**config.mk**
```make
export PLATFORM = sky130hd
export DESIGN_NAME = vsd_ctrl
export DESIGN_NICKNAME = d
export VERILOG_FILES = /design/src/rtl/vsd_pkg.sv /design/src/rtl/vsd_ctrl.sv
export SDC_FILE = /design/constraint.sdc
export NUM_CORES = 1
export LEC_CHECK = 0
export BUFFER_PORTS_ARGS = -buffer_cell sky130_fd_sc_hd__clkbuf_2
export CORE_AREA = 3 3 40 42
export CTS_BUF_LIST = sky130_fd_sc_hd__clkbuf_8
export DETAILED_ROUTE_END_ITERATION = 8
export DIE_AREA = 0 0 43 45
export GPL_ROUTABILITY_DRIVEN = 0
export GPL_TIMING_DRIVEN = 0
export HOLD_SLACK_MARGIN = 0.06
export PLACE_DENSITY = 0.71
export RECOVER_POWER = 100
export SYNTH_ARGS = -nofsm -noshare
export SYNTH_HDL_FRONTEND = slang
export SYNTH_SLANG_ARGS = --single-unit
```
**constraint.sdc**
```tcl
create_clock -name clk -period 1.6 [get_ports clk]
set_input_delay 0.32 -clock clk [delete_from_list [all_inputs] [get_ports clk]]
set_output_delay 0.32 -clock clk [all_outputs]
set_load 0.1 [all_outputs]
```
**src/rtl/vsd_pkg.sv**
```systemverilog
// Shared types, constants and branch-cost function for the K=7 soft Viterbi decoder.
// No dependencies.
package vsd_pkg;

    localparam int NUM_STATES = 64;
    localparam int STATE_W    = 6;
    localparam int REG_W      = 7;
    localparam int SOFT_W     = 8;
    localparam int COST_W     = 9;
    localparam int METRIC_W   = 16;
    localparam int BEST_W     = 9;

    localparam logic [REG_W-1:0] GEN_FIRST  = 7'h6d;
    localparam logic [REG_W-1:0] GEN_SECOND = 7'h4f;
    localparam logic [STATE_W-1:0] LAST_STATE = 6'd63;

    typedef enum logic [2:0] {
        S_IDLE,
        S_RUN,
        S_DRAIN1,
        S_DRAIN2,
        S_FINISH
    } state_t;

    typedef struct packed {
        logic               load;
        logic               issue;
        logic [STATE_W-1:0] addr;
        logic               finish;
    } cmd_t;

    typedef struct packed {
        logic out_free;
    } stat_t;

    // cost of a branch: soft value, or its complement where the code bit is 1
    function automatic logic [COST_W-1:0] branch_cost(
        input logic [REG_W-1:0]  enc,
        input logic [SOFT_W-1:0] sa,
        input logic [SOFT_W-1:0] sb
    );
        logic [SOFT_W-1:0] ca;
        logic [SOFT_W-1:0] cb;
        ca = sa ^ {SOFT_W{^(enc & GEN_FIRST)}};
        cb = sb ^ {SOFT_W{^(enc & GEN_SECOND)}};
        return {1'b0, ca} + {1'b0, cb};
    endfunction

endpackage

```
**src/rtl/vsd_ctrl.sv**
```systemverilog
// Sequencer for the decoder: accepts a transaction, sweeps the 64 next states,
// drains the datapath pipeline and commits the result. Depends on vsd_pkg.
module vsd_ctrl
    import vsd_pkg::*;
(
    input  logic  clk,
    input  logic  rst_n,
    input  logic  in_valid,
    output logic  in_ready,
    input  stat_t stat,
    output cmd_t  cmd
);

    state_t             state_reg;
    state_t             state_next;
    logic [STATE_W-1:0] cnt_reg;
    logic [STATE_W-1:0] cnt_next;

    always_ff @(posedge clk or negedge rst_n)
    begin
        if (!rst_n)
        begin
            state_reg <= S_IDLE;
            cnt_reg   <= '0;
        end
        else
        begin
            state_reg <= state_next;
            cnt_reg   <= cnt_next;
        end
    end

    always_comb
    begin
        state_next = state_reg;
        cnt_next   = cnt_reg;
        in_ready   = 1'b0;
        cmd        = '0;
        cmd.addr   = cnt_reg;
        case (state_reg)
            S_IDLE:
            begin
                in_ready = 1'b1;
                if (in_valid)
                begin
                    cmd.load   = 1'b1;
                    cnt_next   = '0;
                    state_next = S_RUN;
                end
            end
            S_RUN:
            begin
                cmd.issue = 1'b1;
                cnt_next  = cnt_reg + 1'b1;
                if (cnt_reg == LAST_STATE)
                begin
                    state_next = S_DRAIN1;
                end
            end
            S_DRAIN1:
            begin
                state_next = S_DRAIN2;
            end
            S_DRAIN2:
            begin
                state_next = S_FINISH;
            end
            S_FINISH:
            begin
                if (stat.out_free)
                begin
                    cmd.finish = 1'b1;
                    state_next = S_IDLE;
                end
            end
            default:
            begin
                state_next = S_IDLE;
            end
        endcase
    end

endmodule

```
### Yosys cells after proc, flatten, opt, wreduce, memory -nomap -nowiden

Index checks and enable logic that the tools add are counted.

* output and inout port bits: 10
* register bits after elaboration: 9
* logic and storage cells: 27
* input port bits: 4

* add/subtract/negate cells: 1
* reduce and logical (&&, ||, !) cells: 4
* mux-type cells: 12
* equal/unequal tests: 8

Operators by type and width (count)
* 3-bit case mux with 5 select lines: 1
* 6-bit case mux with 2 select lines: 1
* 3-bit two-way mux: 3
* 6-bit by 1-bit adder with 6-bit output (second input constant): 1
* 3-bit by 2-bit equality test with 1-bit output (second input constant): 2
* 6-bit equality test (second input constant): 1
* 1-bit two-way mux: 6
* 6-bit two-way mux: 1
* 2-bit != test (second input constant): 3
* 3-bit by 1-bit equality test with 1-bit output (second input constant): 1
* 3-bit equality test (second input constant): 1
* 3-bit logical NOT: 1
* 3-bit AND reduction: 1
* 2-bit AND reduction: 1
* 2-bit nonzero test: 1

### Depth between registers and ports, before layout

* word-level depth: 3
* depth in mapped cells: 4
* gate-level depth less buffers: 4

### Worst setup path after synthesis

No wires, ideal clock.

* kind: register -> output
* start: register state_reg[1]
* end: output cmd[8] in the netlist's numbering
* setup slack: -2325 ps
* path buffers: 1
* data required time: 1280 ps
* data arrival time: 3605 ps
* stages on the path, launching flop included: 4
* path through: dfrtp_1 buf_4 nor3_1 and2_1

RTL lines
* start: declaration: RTL line vsd_ctrl.sv:14 `state_t state_reg;`
* start signal: assignment: RTL line vsd_ctrl.sv:28 `state_reg <= state_next;`
* end: declaration: RTL line vsd_ctrl.sv:11 `output cmd_t cmd`

==> results.toml <==
[power_and_ir_drop]
ir_drop_uv = 1710
power_frac_clock = 0.144
intPower_uw = 820
pwr-share-seq = 0.246
fin_total_pwr_uw = 1840
switching_power_uw = 1020
p_per_area_mw_per_mm2 = 2150
p_comb_frac = 0.610
p_leak_uw = 0.000387
switching_share = 0.554

[status]
status = "finished with violations"
violations = "negative setup slack"

[timing]
max_slew_margin = 0.636
setup_viol = 4
hold_viol = 0
max_freq_mhz = 573
clock-skew-final_ns = 0.00352
maxSlewViolCount = 0
rsz0062_at_grt = "true"
tns_ns = -0.185
worst_slack_ns = -0.144
min_period_over_period = 1.09
period_minus_slack_ns = 1.74
worstMarginPinSlew_ns = 0.548

[routing]
drt_wl_total_mm = 1.44
firstDrtPassIters = 4
vias = 511
drc_errors = 0
first_iter_violations = 17
vias_per_cell = 5.27
drt.antenna.violating_nets = 0
wl_per_cell_um = 14.8

[yosys]
async_flop_share = 1.00
synth_top_area_share = 0.444
syn_inst = 53
netlist_area_um2 = 507
ys_seq_area_frac = 0.444
synth_seq_cells = 9
synth.distinct_cells = 29
synth_area_leaders = "dfrtp_1 44%, nand2_1 4.4%, o21ai_0 4.0%"
synth_edf_count = 0
ys_top_cells_by_count = "9 x dfrtp_1, 6 x nand2_1, 4 x o21ai_0"
yosys.cell_count.top_type = "dfrtp_1"
synth_top_area_cell = "dfrtp_1"
syn_nets = 58
yosysWarnings = 0
avgSynthCellArea_um2 = 9.56
synthFlopType = "dfrtp_1"

[cts]
cts_tree = "done"
clock_latency_ns = 0.24
cts_made_buffers = 3
root_buffer = "clkbuf_8"
path_clk_slew_ns = 0.05
clockBufferDepth = 2
cts_max_level = 1
clock-sinks = 9

[final_layout]
seq_area_um2 = 239
largest_register_ff_count = 6
nets = 88
area_growth_pct = 68.9
multi_input_area_um2 = 289
n_antenna_cell = 0
drive_gt1_frac = 0.573
fillCellCount = 106

[critical_path]
crit_type = "reg -> out"
crit_path_start = "state_reg[1]$_DFFE_PN0P_"
cp_top_family = "buffers and inverters"
path_buf_inv = 3
crit_chain = "buf_6, or3b_4, clkinvlp_4, clkbuf_16"
max_stage_delay_ns = 0.39
crit_fanout = 6
cp-start-kind = "flop"
r2r_slack_ns = -0.01
r2r-start = "state_reg[1]$_DFFE_PN0P_"
slowest_stage = "or3b_4"
end_kind = "primary output"
cp.arrival_ns = 1.42
cp.required_ns = 1.28

[global_route]
grt.total_usage = 0.175
grt_pass1_vias = 529
grt_pass1_wl_mm = 2.39
grt_antenna_before_repair = 0
gr-total-overflow = 0
grt_max_degree = 11

[floorplan]
boundaryPins = 14
start_util = 0.394
std_cell_rows = 13
dieArea_mm2 = 0.00194
die_y_um = 45
fp.dieW_um = 43
core_area_mm2 = 0.00128

[placed_design]
dpl.hpwl_um = 814
io_buffers = 13

[min_path]
worstHoldPathType = "in -> reg"
hold_start = "stat"

[run]
drv_cap = 0
==> area by class of cell <==
class	instances	share of cell area
inverters	2	0.0132
plain buffers	2	0.0263
well taps	15	0.0219
clock buffers	3	0.0482
clock inverters	1	0.00439
multi-input cells	39	0.338
flip-flops and latches	9	0.279
repair buffers	26	0.269
==> metal layers <==
| metal | wire, um | GRT usage |
|---|---|---|
| met2 | 655 | 0.281 |
| met3 | 85 | 0.0598 |
| met5 | 0 | 0 |
| met1 | 662 | 0.198 |
| met4 | 31 | 0.120 |
==> kinds of logic after synthesis <==
family	after synthesis	share of synthesized area
buf+inv	5	0.0617
xor+xnor	1	0.0173
flops	9	0.444
fa+ha+maj	1	0.0247
mux	1	0.0222
simple gates	22	0.247
compound gates	14	0.183
==> power groups by stage <==
stage / Clock, uW / Combinational, uW / Sequential (uW)
finish: 265 / 1120 / 453
global route: 276 / 1160 / 473
CTS: 269 / 1060 / 450
detailed placement: 0 / 1000 / 454
global placement: 0 / 991 / 448
floorplan: 0 / 340 / 957
==> timing repair <==
action / in CTS / in global routing
setup buffers: 7 / 5
pin swaps: 4 / 4
gates cloned: 0 / 0
setup endpoints to repair: 4 / 6
hold endpoints to repair: 9 / 0
resized for setup: 11 / 7
hold buffers: 1 / 0
==> path summary, 6_finish.rpt <==
| check | cells past startpoint | endpoint |
|---|---|---|
| setup / recovery | 4 | cmd[7] |
| hold / removal | 2 | state_reg[2]$_DFFE_PN0P_ |
| setup reg to reg | 5 | cnt_reg[4]$_DFFE_PN0P_ |
| hold reg to reg | 1 | state_reg[0]$_DFFE_PN0P_ |
| max in group asynchronous | 2 | cnt_reg[1]$_DFFE_PN0P_ |
| min in group asynchronous | 2 | cnt_reg[0]$_DFFE_PN0P_ |
==> worst reg2reg max path, stage by stage, from the launching register on <==
cell	delay (ns)
dfrtp_1	0.36
buf_6	0.13
or3b_4	0.40
buf_4	0.16
or3_4	0.36
a21oi_2	0.12
==> cells in the final DEF, fill, tap and decap left out, drive strengths merged <==
cell,count
nand2,6
nor2b,1
dlygate4sd3,1
nor2,3
o21bai,1
o211a,1
clkinvlp,1
a221o,1
and2,1
inv,2
nor3,1
o21ai,4
ha,1
or4b,1
nand3,3
a21oi,3
mux2,1
clkbuf,15
dfrtp,9
nor4b,1
xor2,1
and3,1
nand2b,1
o22ai,2
buf,15
or3b,2
a22o,1
or3,1
o2bb2ai,1
==> through the flow <==
step / utilization / std cells / hold WS [ns] / worst slack [ns] / instance area, um2
after floorplan: - / 53 / 0.0244 / -0.514 / 553
after global placement: 0.496 / 81 / 0.192 / -0.193 / 637
after detailed placement: 0.496 / 81 / 0.193 / -0.208 / 637
after CTS: 0.630 / 93 / 0.292 / -0.162 / 810
after global routing: 0.666 / 97 / 0.312 / -0.186 / 856
final: 0.666 / 97 / 0.294 / -0.144 / 856
No activity file was read; power rests on OpenSTA's default activity.
